File: config.mk
export PLATFORM = sky130hd
export DESIGN_NAME = udp_record_framer_top
export DESIGN_NICKNAME = d
export VERILOG_FILES = /design/src/rtl/urf_pkg.sv /design/src/rtl/urf_front.sv /design/src/rtl/urf_queue.sv /design/src/rtl/urf_back.sv /design/src/rtl/udp_record_framer_top.sv
export SDC_FILE = /design/constraint.sdc
export NUM_CORES = 1
export LEC_CHECK = 0
export BUFFER_PORTS_ARGS = -buffer_cell sky130_fd_sc_hd__buf_2
export CAP_MARGIN = 20
export CORE_MARGIN = 8
export CORE_UTILIZATION = 28
export DETAILED_ROUTE_END_ITERATION = 6
export GPL_TIMING_DRIVEN = 0
export SETUP_SLACK_MARGIN = 0.05
export SYNTH_ARGS = -nofsm -noshare
export SYNTH_HDL_FRONTEND = slang
export SYNTH_SLANG_ARGS = --single-unit
File: constraint.sdc
create_clock -name clk -period 17.3 [get_ports clk]
set_clock_uncertainty 0.15 [all_clocks]
set_input_delay 2.595 -clock clk [delete_from_list [all_inputs] [get_ports clk]]
set_output_delay 2.595 -clock clk [all_outputs]
set_load 0.05 [all_outputs]
File: src/rtl/urf_pkg.sv
// ----------------------------------------------------------------------------
// urf_pkg
// shared types, constants and byte selection for the record framer
// ----------------------------------------------------------------------------
package urf_pkg;

	localparam logic [7:0]  HDR_BYTE     = 8'h7E;
	localparam logic [7:0]  STX_BYTE     = 8'h5E;
	localparam logic [7:0]  END_BYTE     = 8'h23;
	localparam logic [7:0]  TRANS_BYTE   = 8'h03;
	localparam logic [7:0]  ONE_BYTE     = 8'h01;
	localparam logic [7:0]  ZERO_BYTE    = 8'h00;
	localparam logic [15:0] SEG_OVERHEAD = 16'd5;   // 1 + 2 + 2
	localparam logic [7:0]  DEV_TYPE_RST = 8'h01;

	// default depth of the command queue between front and back
	localparam int CMD_QUEUE_DEPTH = 4;

	// output sequence positions
	localparam int STEP_W = 5;
	localparam logic [STEP_W-1:0] STEP_HDR0     = 5'd0;
	localparam logic [STEP_W-1:0] STEP_STX      = 5'd1;
	localparam logic [STEP_W-1:0] STEP_PROTO    = 5'd2;
	localparam logic [STEP_W-1:0] STEP_DEV      = 5'd3;
	localparam logic [STEP_W-1:0] STEP_FIX0     = 5'd4;
	localparam logic [STEP_W-1:0] STEP_FIX1     = 5'd5;
	localparam logic [STEP_W-1:0] STEP_FIX2     = 5'd6;
	localparam logic [STEP_W-1:0] STEP_FIX3     = 5'd7;
	localparam logic [STEP_W-1:0] STEP_TRANS    = 5'd8;
	localparam logic [STEP_W-1:0] STEP_RSV0     = 5'd9;
	localparam logic [STEP_W-1:0] STEP_RSV1     = 5'd10;
	localparam logic [STEP_W-1:0] STEP_SEG_HI   = 5'd11;
	localparam logic [STEP_W-1:0] STEP_SEG_LO   = 5'd12;
	localparam logic [STEP_W-1:0] STEP_ADDR     = 5'd13;
	localparam logic [STEP_W-1:0] STEP_FGRP     = 5'd14;
	localparam logic [STEP_W-1:0] STEP_FITEM    = 5'd15;
	localparam logic [STEP_W-1:0] STEP_LEN_HI   = 5'd16;
	localparam logic [STEP_W-1:0] STEP_LEN_LO   = 5'd17;
	localparam logic [STEP_W-1:0] STEP_PAYLOAD  = 5'd18;
	localparam logic [STEP_W-1:0] STEP_SUM      = 5'd19;
	localparam logic [STEP_W-1:0] STEP_END      = 5'd20;

	// one classified item, front to back
	typedef struct packed {
		logic        first;      // opens a frame, header goes out first
		logic        len_zero;   // empty frame, no payload byte
		logic        close;      // checksum and end byte follow
		logic [7:0]  pbyte;
		logic [15:0] len;
		logic [7:0]  addr;
		logic [7:0]  fgrp;
		logic [7:0]  fitem;
		logic [7:0]  sum;        // final checksum, valid when close
	} cmd_t;

	function automatic logic [7:0] step_byte(input logic [STEP_W-1:0] step,
		input logic [7:0] dev_type, input cmd_t cmd);
		logic [15:0] seg;
		logic [7:0]  res;
		seg = cmd.len + SEG_OVERHEAD;
		unique case (step)
			STEP_HDR0:    res = HDR_BYTE;
			STEP_STX:     res = STX_BYTE;
			STEP_PROTO:   res = ONE_BYTE;
			STEP_DEV:     res = dev_type;
			STEP_FIX0, STEP_FIX1,
			STEP_FIX2, STEP_FIX3:  res = ONE_BYTE;
			STEP_TRANS:   res = TRANS_BYTE;
			STEP_RSV0, STEP_RSV1:  res = ZERO_BYTE;
			STEP_SEG_HI:  res = seg[15:8];
			STEP_SEG_LO:  res = seg[7:0];
			STEP_ADDR:    res = cmd.addr;
			STEP_FGRP:    res = cmd.fgrp;
			STEP_FITEM:   res = cmd.fitem;
			STEP_LEN_HI:  res = cmd.len[15:8];
			STEP_LEN_LO:  res = cmd.len[7:0];
			STEP_PAYLOAD: res = cmd.pbyte;
			STEP_SUM:     res = cmd.sum;
			STEP_END:     res = END_BYTE;
			default:      res = ZERO_BYTE;
		endcase
		return res;
	endfunction

endpackage

File: src/rtl/urf_front.sv
// ----------------------------------------------------------------------------
// urf_front
// tracks frame position and checksum, classifies each accepted item
// ----------------------------------------------------------------------------
module urf_front
	import urf_pkg::*;
(
	input  logic        clk,
	input  logic        arst_n,
	input  logic        accept,
	input  logic [7:0]  payload_byte,
	input  logic [15:0] payload_length,
	input  logic [7:0]  slave_address,
	input  logic [7:0]  function_group,
	input  logic [7:0]  function_item,
	output cmd_t        cmd
);

	logic [15:0] bytes_left_q;
	logic [7:0]  sum_q;

	logic        is_first;
	logic        len_zero;
	logic [7:0]  base_sum;
	logic [7:0]  sum_cur;
	logic [7:0]  sum_new;
	logic [15:0] left_cur;
	logic [15:0] left_new;
	logic        close;

	always_comb begin
		is_first = (bytes_left_q == 16'd0);
		len_zero = is_first && (payload_length == 16'd0);
		base_sum = slave_address + function_group + function_item + payload_length[7:0];
		sum_cur  = is_first ? base_sum : sum_q;
		sum_new  = len_zero ? sum_cur : sum_cur + payload_byte;
		left_cur = is_first ? payload_length : bytes_left_q;
		left_new = len_zero ? 16'd0 : left_cur - 16'd1;
		close    = (left_new == 16'd0);

		cmd.first    = is_first;
		cmd.len_zero = len_zero;
		cmd.close    = close;
		cmd.pbyte    = payload_byte;
		cmd.len      = payload_length;
		cmd.addr     = slave_address;
		cmd.fgrp     = function_group;
		cmd.fitem    = function_item;
		cmd.sum      = sum_new;
	end

	always_ff @(posedge clk or negedge arst_n) begin
		if (!arst_n) begin
			bytes_left_q <= 16'd0;
			sum_q        <= 8'd0;
		end else if (accept) begin
			bytes_left_q <= left_new;
			sum_q        <= close ? 8'd0 : sum_new;
		end
	end

endmodule

File: src/rtl/urf_queue.sv
// ----------------------------------------------------------------------------
// urf_queue
// small command queue between front and back
// ----------------------------------------------------------------------------
module urf_queue
	import urf_pkg::*;
#(
	parameter int DEPTH = CMD_QUEUE_DEPTH
) (
	input  logic clk,
	input  logic arst_n,
	input  logic push,
	input  cmd_t wdata,
	output logic full,
	input  logic pop,
	output logic nempty,
	output cmd_t rdata
);

	localparam int PW = (DEPTH > 1) ? $clog2(DEPTH) : 1;
	localparam int CW = $clog2(DEPTH + 1);
	localparam logic [PW-1:0] LAST_PTR = PW'(DEPTH - 1);

	cmd_t          entry_q [DEPTH];
	logic [PW-1:0] wr_ptr_q;
	logic [PW-1:0] rd_ptr_q;
	logic [CW-1:0] count_q;

	logic do_push;
	logic do_pop;

	assign full    = (count_q == CW'(DEPTH));
	assign nempty  = (count_q != '0);
	assign rdata   = entry_q[rd_ptr_q];
	assign do_push = push && !full;
	assign do_pop  = pop && nempty;

	always_ff @(posedge clk) begin
		if (do_push) begin
			entry_q[wr_ptr_q] <= wdata;
		end
	end

	always_ff @(posedge clk or negedge arst_n) begin
		if (!arst_n) begin
			wr_ptr_q <= '0;
			rd_ptr_q <= '0;
			count_q  <= '0;
		end else begin
			if (do_push) begin
				wr_ptr_q <= (wr_ptr_q == LAST_PTR) ? '0 : wr_ptr_q + PW'(1);
			end
			if (do_pop) begin
				rd_ptr_q <= (rd_ptr_q == LAST_PTR) ? '0 : rd_ptr_q + PW'(1);
			end
			if (do_push && !do_pop) begin
				count_q <= count_q + CW'(1);
			end else if (do_pop && !do_push) begin
				count_q <= count_q - CW'(1);
			end
		end
	end

endmodule

File: src/rtl/urf_back.sv
// ----------------------------------------------------------------------------
// urf_back
// byte sequencer, emits header, payload, checksum and end byte
// ----------------------------------------------------------------------------
module urf_back
	import urf_pkg::*;
(
	input  logic       clk,
	input  logic       arst_n,
	input  logic [7:0] dev_type,
	input  logic       q_nempty,
	input  cmd_t       q_data,
	output logic       q_pop,
	output logic       out_valid,
	input  logic       out_stall,
	output logic [7:0] out_byte,
	output logic       frame_end
);

	logic              act_q;
	logic [STEP_W-1:0] step_q;
	cmd_t              cmd_q;
	logic              out_valid_q;
	logic [7:0]        out_byte_q;
	logic              frame_end_q;

	logic              adv;
	logic              emit;
	logic              done;
	logic [STEP_W-1:0] step_nxt;
	logic              load;

	always_comb begin
		adv      = !out_valid_q || !out_stall;
		emit     = act_q && adv;
		done     = 1'b0;
		step_nxt = step_q + STEP_W'(1);
		unique case (step_q)
			STEP_LEN_LO:  step_nxt = cmd_q.len_zero ? STEP_SUM : STEP_PAYLOAD;
			STEP_PAYLOAD: begin
				step_nxt = STEP_SUM;
				done     = !cmd_q.close;
			end
			STEP_END:     done = 1'b1;
			default:      step_nxt = step_q + STEP_W'(1);
		endcase
		load  = !act_q || (emit && done);
		q_pop = load && q_nempty;
	end

	always_ff @(posedge clk) begin
		if (q_pop) begin
			cmd_q <= q_data;
		end
		if (emit) begin
			out_byte_q  <= step_byte(step_q, dev_type, cmd_q);
			frame_end_q <= (step_q == STEP_END);
		end
	end

	always_ff @(posedge clk or negedge arst_n) begin
		if (!arst_n) begin
			act_q       <= 1'b0;
			step_q      <= STEP_HDR0;
			out_valid_q <= 1'b0;
		end else begin
			if (q_pop) begin
				act_q  <= 1'b1;
				step_q <= q_data.first ? STEP_HDR0 : STEP_PAYLOAD;
			end else if (emit && done) begin
				act_q <= 1'b0;
			end else if (emit) begin
				step_q <= step_nxt;
			end
			if (adv) begin
				out_valid_q <= emit;
			end
		end
	end

	assign out_valid = out_valid_q;
	assign out_byte  = out_byte_q;
	assign frame_end = frame_end_q;

endmodule

File: src/rtl/udp_record_framer_top.sv
// ----------------------------------------------------------------------------
// udp_record_framer_top
// frames records as byte streams: header, payload, checksum, end byte
// ----------------------------------------------------------------------------
//
// channel  | handshake              | payload
// ---------+------------------------+------------------------------------------
// input    | in_valid / in_stall    | payload_byte, payload_length,
//          |                        | slave_address, function_group, function_item
// output   | out_valid / out_stall  | out_byte, frame_end
// config   | cfg_we                 | cfg_wdata (device type byte)
//
// a payload item costs one output byte, a closing one two more (checksum, end);
// the first item of a frame costs 18 more bytes of header, so the input runs
// one item per cycle mid-frame and stalls on frame start once the queue fills
// the back sequencer emits one byte per cycle and sets the overall rate
// reset clears frame position, checksum, queue and sequencer; device type
// returns to 1
// in_stall is high only while the command queue is full; out_stall holds the
// output register and backs up the sequencer, then the queue, then the input
//
module udp_record_framer_top
	import urf_pkg::*;
#(
	parameter int QUEUE_DEPTH = CMD_QUEUE_DEPTH
) (
	input  logic        clk,
	input  logic        arst_n,
	// configuration
	input  logic        cfg_we,
	input  logic [7:0]  cfg_wdata,
	// input items
	input  logic        in_valid,
	output logic        in_stall,
	input  logic [7:0]  payload_byte,
	input  logic [15:0] payload_length,
	input  logic [7:0]  slave_address,
	input  logic [7:0]  function_group,
	input  logic [7:0]  function_item,
	// output items
	output logic        out_valid,
	input  logic        out_stall,
	output logic [7:0]  out_byte,
	output logic        frame_end
);

	logic [7:0] dev_type_q;   // header device type byte

	logic accept;             // input item taken this cycle
	logic q_full;
	logic q_nempty;
	logic q_pop;
	cmd_t front_cmd;          // classified item from the front
	cmd_t q_cmd;              // oldest queued item

	always_ff @(posedge clk or negedge arst_n) begin
		if (!arst_n) begin
			dev_type_q <= DEV_TYPE_RST;
		end else if (cfg_we) begin
			dev_type_q <= cfg_wdata;
		end
	end

	assign in_stall = q_full;
	assign accept   = in_valid && !q_full;

	// front: frame position, checksum, item classification
	urf_front u_front (
		.clk            (clk),
		.arst_n         (arst_n),
		.accept         (accept),
		.payload_byte   (payload_byte),
		.payload_length (payload_length),
		.slave_address  (slave_address),
		.function_group (function_group),
		.function_item  (function_item),
		.cmd            (front_cmd)
	);

	// queue lets front and back stall independently
	urf_queue #(
		.DEPTH (QUEUE_DEPTH)
	) u_queue (
		.clk    (clk),
		.arst_n (arst_n),
		.push   (accept),
		.wdata  (front_cmd),
		.full   (q_full),
		.pop    (q_pop),
		.nempty (q_nempty),
		.rdata  (q_cmd)
	);

	// back: byte sequencer with registered output
	urf_back u_back (
		.clk       (clk),
		.arst_n    (arst_n),
		.dev_type  (dev_type_q),
		.q_nempty  (q_nempty),
		.q_data    (q_cmd),
		.q_pop     (q_pop),
		.out_valid (out_valid),
		.out_stall (out_stall),
		.out_byte  (out_byte),
		.frame_end (frame_end)
	);

endmodule

### Yosys cells after proc, flatten, opt, wreduce, memory -nomap -nowiden

Memory sizes are Yosys's and may differ from the RTL's.
Cells that the tools add are included.

* bits of input ports: 61
* register bits after elaboration: 113
* bits in latches: 0
* logic and storage cells: 102
* RAM bits: 236
* output and inout port bits: 11
* memory bits (read-only): 0
* memories kept: 1

* div/mod/pow operators: 0
* order comparisons: 0
* equality and inequality tests: 22
* reduce and logical (&&, ||, !) cells: 28
* shifts and indexed selects: 0
* multipliers: 0
* bitwise operators: 0
* add/sub/neg operators: 11
* multiplexer cells: 21

Memories
* u_queue.entry_q: depth 4, width 59, rd ports 1, clocked after memory_dff 0, wr ports 1, RTL line urf_queue.sv:24 `cmd_t entry_q [DEPTH];`

Operator list (count)
* $pmux W8 S15: 1
* $logic_not A16 Y1: 3
* $add A8 B8 Y8: 4
* $mux W16: 2
* $eq A5 B4 Y1 const B: 6
* $eq A5 B5 Y1 const B: 5
* $mux W8: 3
* $eq A5 B3 Y1 const B: 4
* $mux W5: 4
* $add A16 B3 Y16 const B: 1
* $sub A16 B1 Y16 const B: 1
* $eq A5 B2 Y1 const B: 2
* $pmux W5 S2: 1
* $logic_and A1 B1 Y1: 9
* $logic_not A1 Y1: 7
* $mux W3: 2
* $reduce_bool A2 Y1: 3
* $add A5 B1 Y5 const B: 1
* $eq A5 B1 Y1 const B: 1
* $logic_not A5 Y1: 1
* $mux W1: 5
* $reduce_or A5 Y1: 1
* $add A2 B1 Y2 const B: 2
* $eq A2 B2 Y1 const B: 2
* 9 further kinds: 11

### Depth between registers and ports, before layout

* word-level depth: 10
* gate-level depth with buffers: 20
* depth with buffers taken out: 20

### By module

Synthesis repeated with hierarchy kept, for this count alone.

* cells, all modules: 1049
* area total of the unflattened synthesis: 16131.7 um2

Modules (own cells, without submodules)
* urf_queue: times used 1, sequential area each 7262.0 um2, cells an instance 346, area an instance 9036.2 um2
* urf_back: times used 1, sequential area each 2187.1 um2, cells an instance 256, area an instance 3404.5 um2
* urf_front: times used 1, sequential area each 600.6 um2, cells an instance 429, area an instance 3352.0 um2
* udp_record_framer_top: times used 1, sequential area each 201.4 um2, cells an instance 18, area an instance 339.1 um2

### Worst setup path before layout

No wires, ideal clock.

* kind: input to register
* from: input out_stall
* to: register u_queue.count_q[1]
* buffers on the path: 0
* stages: 8
* arrival: 7244 ps
* path slack: 9781 ps
* path through: nand2_1 > nand2_1 > a21oi_1 > inv_1 > ha_1 > inv_1 > fa_1 > mux2_2

* cells in the longest elaborated chain, start to end: 10
* elaborated cells between the ends (all ways): 12

RTL lines
* from (decl): RTL line udp_record_framer_top.sv:42 `input logic out_stall,`
* $logic_not A1 Y1 (*): RTL line urf_back.sv:34 `adv = !out_valid_q || !out_stall;`
* $logic_or A1 B1 Y1 (*): RTL line urf_back.sv:34
* $logic_and A1 B1 Y1 (*): RTL line urf_back.sv:35 `emit = act_q && adv;`
* $logic_and A1 B1 Y1 (*): RTL line urf_back.sv:47 `load = !act_q || (emit && done);`
* $logic_or A1 B1 Y1 (*): RTL line urf_back.sv:47
* $logic_and A1 B1 Y1 (*): RTL line urf_back.sv:48 `q_pop = load && q_nempty;`
* via q_pop: RTL line udp_record_framer_top.sv:52 `logic q_pop;`
* $logic_and A1 B1 Y1 (*): RTL line urf_queue.sv:36 `assign do_pop = pop && nempty;`
* $logic_not A1 Y1: RTL line urf_queue.sv:56 `if (do_push && !do_pop) begin`
* $logic_and A1 B1 Y1: RTL line urf_queue.sv:56
* $mux W3 / $reduce_bool A2 Y1 (equally long branches)
* to (signal assigned): RTL line urf_queue.sv:57 `count_q <= count_q + CW'(1);`
* to (signal assigned): RTL line urf_queue.sv:59 `count_q <= count_q - CW'(1);`
* to (decl): RTL line urf_queue.sv:27 `logic [CW-1:0] count_q;`

The timed path passes the listed nets; every way through them passes the cells marked *.
A chain may end at the register's enable or synchronous reset.

==> metrics.md <==
| Metric | Value |
|---|---|
| Number of I/O pins | `between 70 and 80` |
| Avg Cell Area, Syn | `15.5 um^2` |
| Critical path launch point type | `primary input` |
| Post-DP Area | `16900 um^2` |
| Drt pass-1 iters | `6` |
| CTS tree | `done` |
| Fillers | `approximately 5300` |
| GRT Resource Usage Total | `roughly 12%` |
| Synth-to-layout area growth | `17.7%` |
| CP required | `17.43 ns` |
| Clk buf depth | `3` |
| Buf+Inv Stages, Crit Path | `3` |
| Die width | `between 200 and 300 um` |
| Placer Congestion | `0.882` |
| Distinct cells, synth | `80` |
| Synth Register Bits | `about 350` |
| Post-synthesis cell area | `15500 um^2` |
| Fin nets | `1225` |
| Routed wire length | `39.0 mm` |
| Post-Syn Instances | `around 1000` |
| Layout cells sized above 1 | `20.9%` |
| Final setup viols | `0` |
| Met2 usage | `roughly a fifth` |
| # resized after CTS | `0` |
| Clock-pin slew on the worst setup and hold paths | `approximately 0.060 ns` |
| Sequential-to-total area share from yosys stat | `about two thirds` |
| Setup TNS | `0 ns` |
| Setup bufs post-CTS | `0` |
| Cells on Worst Hold Path | `2` |
| Number of H-tree levels | `2` |
| Final hold violation count | `0` |
| Residual DRC | `0` |
| Worst Tran Pin Value | `a little over 0.9 ns` |
| I/O Buffers | `70` |
| Row cnt | `86` |
| Fmax | `135 MHz` |
| # hold bufs at CTS | `0` |
| Routed len/inst | `roughly 21 um` |
| Vias/cell | `just under 5` |
| Worst EP arrival | `~7.5 ns` |
| Fin crit share | `between 40% and 50%` |
| GR peak layer | `met2` |
| CORE AREA | `about 55000 um^2` |
| Warnings, synthesis | `0` |
| Num CTS Buffers | `38` |
| Reg2reg path depth | `17` |
| Number of synthesized flops with an enable pin | `303` |
| Synth Net Count | `roughly 1100` |
| Crit Path Max Fanout | `10` |
| Max Cap Viol | `0` |
| Ys flop type | `edfxtp_1` |
| Pwr/cell area | `approximately 170 nW/um^2` |
| Post-route cell area | `approximately 18000 um^2` |
| CP Class | `in -> reg` |
| CTS sink count | `349` |
| Core Util, Final | `around 33%` |
| First-pass GRT wire length | `approximately 60 mm` |
| CTS root buffer | `clkbuf_16` |
| Dpl hpwl | `27.9 mm` |
| Ys async rst share | `between 10% and 20%` |
| CP Cell Sequence | `buf_2, inv_1, fa_1, fa_1, inv_1, ha_1, a21o_1, a21oi_1, xnor2_1, o21ai_0, ha_1, nand3_1, o211ai_1, nor4_1, nor3_1, xor2_1, nand2b_1, xnor2_1, nand2_1, o21ai_0` |
| Clock Latency Late Sink | `around 0.55 ns` |
| Initial antenna violation count | `7` |
| Gr ovfl total | `0` |
| Rel. slew slack | `around 38%` |
| Leakage | `between 6 and 7 nW` |
| Antenna viol nets, final | `0` |
| Max rail drop VDD | `approximately 0.062 mV` |
| RSZ-0062 raised after global routing | `false` |
| Die height | `251 um` |
| CP max stage cell | `fa_1` |
| Number of DRC markers in iteration 0 | `between 700 and 800` |
| Met3 GRT Util | `2.55%` |
| Die ar. | `roughly 63000 um^2` |
| Flip-flop and latch area | `between 10000 and 15000 um^2` |
| WP depth | `20` |
| Min Tclk post-route | `about 7.4 ns` |
| Pin count of the biggest net entering global routing | `49` |
| Area of the multi-input gates | `around 5000 um^2` |
| Max incr delay on CP | `a little under 0.6 ns` |
| Outcome | `complete, no violations` |
| Routed vias | `between 9000 and 10000` |
| Met1 track demand over resource | `between 10% and 20%` |
| Starting Density | `about 28%` |
| Critical path's top delay family | `adder cells` |
| Min-delay worst type | `reg -> reg` |
| Crit. End Element | `flop` |
| Vias in the first global route | `approximately 9300` |
| Slew Limit Fails | `0` |
-- cells in the mapped netlist (12+ instances only) --
cell type	n	area share, %
nor2_1	46	1.1
mux4_2	59	8.6
dfrtp_1	45	7.3
xor2_1	17	0.96
ha_1	28	2.3
inv_1	50	1.2
o21ai_0	43	1.4
clkbuf_1	25	0.61
a21oi_1	41	1.3
mux2_2	12	0.87
nand2_1	82	2.0
xnor2_1	20	1.1
fa_1	16	2.1
nor3_1	12	0.39
nand3_1	18	0.58
edfxtp_1	303	59
-- cells by family after synthesis --
| kind of cell | count (synthesis) | synth area share [%] |
|---|---|---|
| adder cells (fa/ha/maj) | 44 | 4.32 |
| buffers and inverters | 93 | 2.41 |
| flip-flops | 349 | 66.1 |
| AND/OR/NAND/NOR | 231 | 7.81 |
| multiplexers | 77 | 9.83 |
| XOR/XNOR | 37 | 2.09 |
| AO/OA/AOI/OAI | 172 | 7.43 |
-- report_power, final --
group | switching (mW) | total [mW] | internal, mW
clock | 0.328 | 0.839 | 0.510
combinational | 0.615 | 1.02 | 0.401
sequential | 0.0990 | 1.29 | 1.19
total | 1.04 | 3.15 | 2.10
-- final cells by class --
| cell class | instances | area share (%) |
|---|---|---|
| Buffer | 41 | 0.981 |
| Clock buffer | 47 | 5.57 |
| Multi-Input combinational cell | 561 | 26.9 |
| Tap cell | 704 | 4.83 |
| Sequential cell | 349 | 56.2 |
| Timing Repair Buffer | 77 | 2.89 |
| Clock inverter | 21 | 1.60 |
| Inverter | 52 | 1.07 |
| Antenna cell | 1 | 0.0137 |
-- state kept, by name, summed over array words and instances, names as in the netlist --
signal and flops:
dev_type_q 8, u_back.out_byte 8, u_back.cmd_q 58, u_queue.entry_q 236
u_back.out_valid 1, u_front.sum_q 8, u_back.frame_end 1, u_queue.wr_ptr_q 2
u_back.act_q 1, u_queue.rd_ptr_q 2, u_queue.count_q 3, u_front.bytes_left_q 16
u_back.step_q 5
-- worst min-delay path, delay by kind of cell, from the launching register on --
| family | cells | cell delay [ns] |
|---|---|---|
| flops | 1 | 0.35 |
| compound gates | 1 | 0.06 |
| simple gates | 1 | 0.05 |
-- routing by layer --
metal	wire length (um)	vias to the layer above
li1	-	4125
met1	15800	4605
met2	19100	268
met3	2290	91
met4	1630	12
met5	73	-
-- through the flow --
step | power [mW] | std cells | hold slack, ns | worst slack, ns
floorplan | 1.99 | 1003 | 0.300 | 9.78
global placement | 2.31 | 1777 | 0.314 | 7.66
detailed placement | 2.34 | 1784 | 0.326 | 9.26
CTS | 3.19 | 1852 | 0.341 | 9.83
global route | 3.32 | 1852 | 0.359 | 9.56
finish | 3.15 | 1853 | 0.343 | 9.92
-- layout by cell type, fill, tap and decap left out, types with 6 or more instances in the layout --
cell type  Yosys  final
mux4_2        59     59
nor2_1        46     46
buf_2          4     74
a221oi_1       7      7
nand4_1        9      9
xor2_1        17     17
edfxtp_1     303    303
a222oi_1       7      7
a21oi_1       41     40
a21o_1         6      6
clkbuf_16      0     39
a31oi_1        9      9
inv_1         50     50
o211ai_1       6      6
buf_1          8      8
and2_1        11      7
bufinv_16      0      6
fa_1          16     16
nand2_1       82     82
nand3_1       18     18
mux2i_1        6      6
nor3_1        12     12
ha_1          28     28
dfrtp_1       45     45
clkbuf_1      25     32
and3_1        11     11
xnor2_1       20     20
mux2_2        12     12
nand2b_1       7      7
o21ai_0       43     43
-- final timing paths --
path,from,end,slack [ns]
max,payload_length[2],u_queue.entry_q[0][7],9.92
min,u_front.sum_q[1],u_front.sum_q[1],0.34
max reg2reg,u_front.bytes_left_q[7],u_front.sum_q[7],12.03
min reg2reg,u_front.sum_q[1],u_front.sum_q[1],0.34
max in group asynchronous,arst_n,u_front.bytes_left_q[4],14.51
min in group asynchronous,arst_n,dev_type_q[4],1.90
Note: power is estimated with default switching activity, not from simulation.
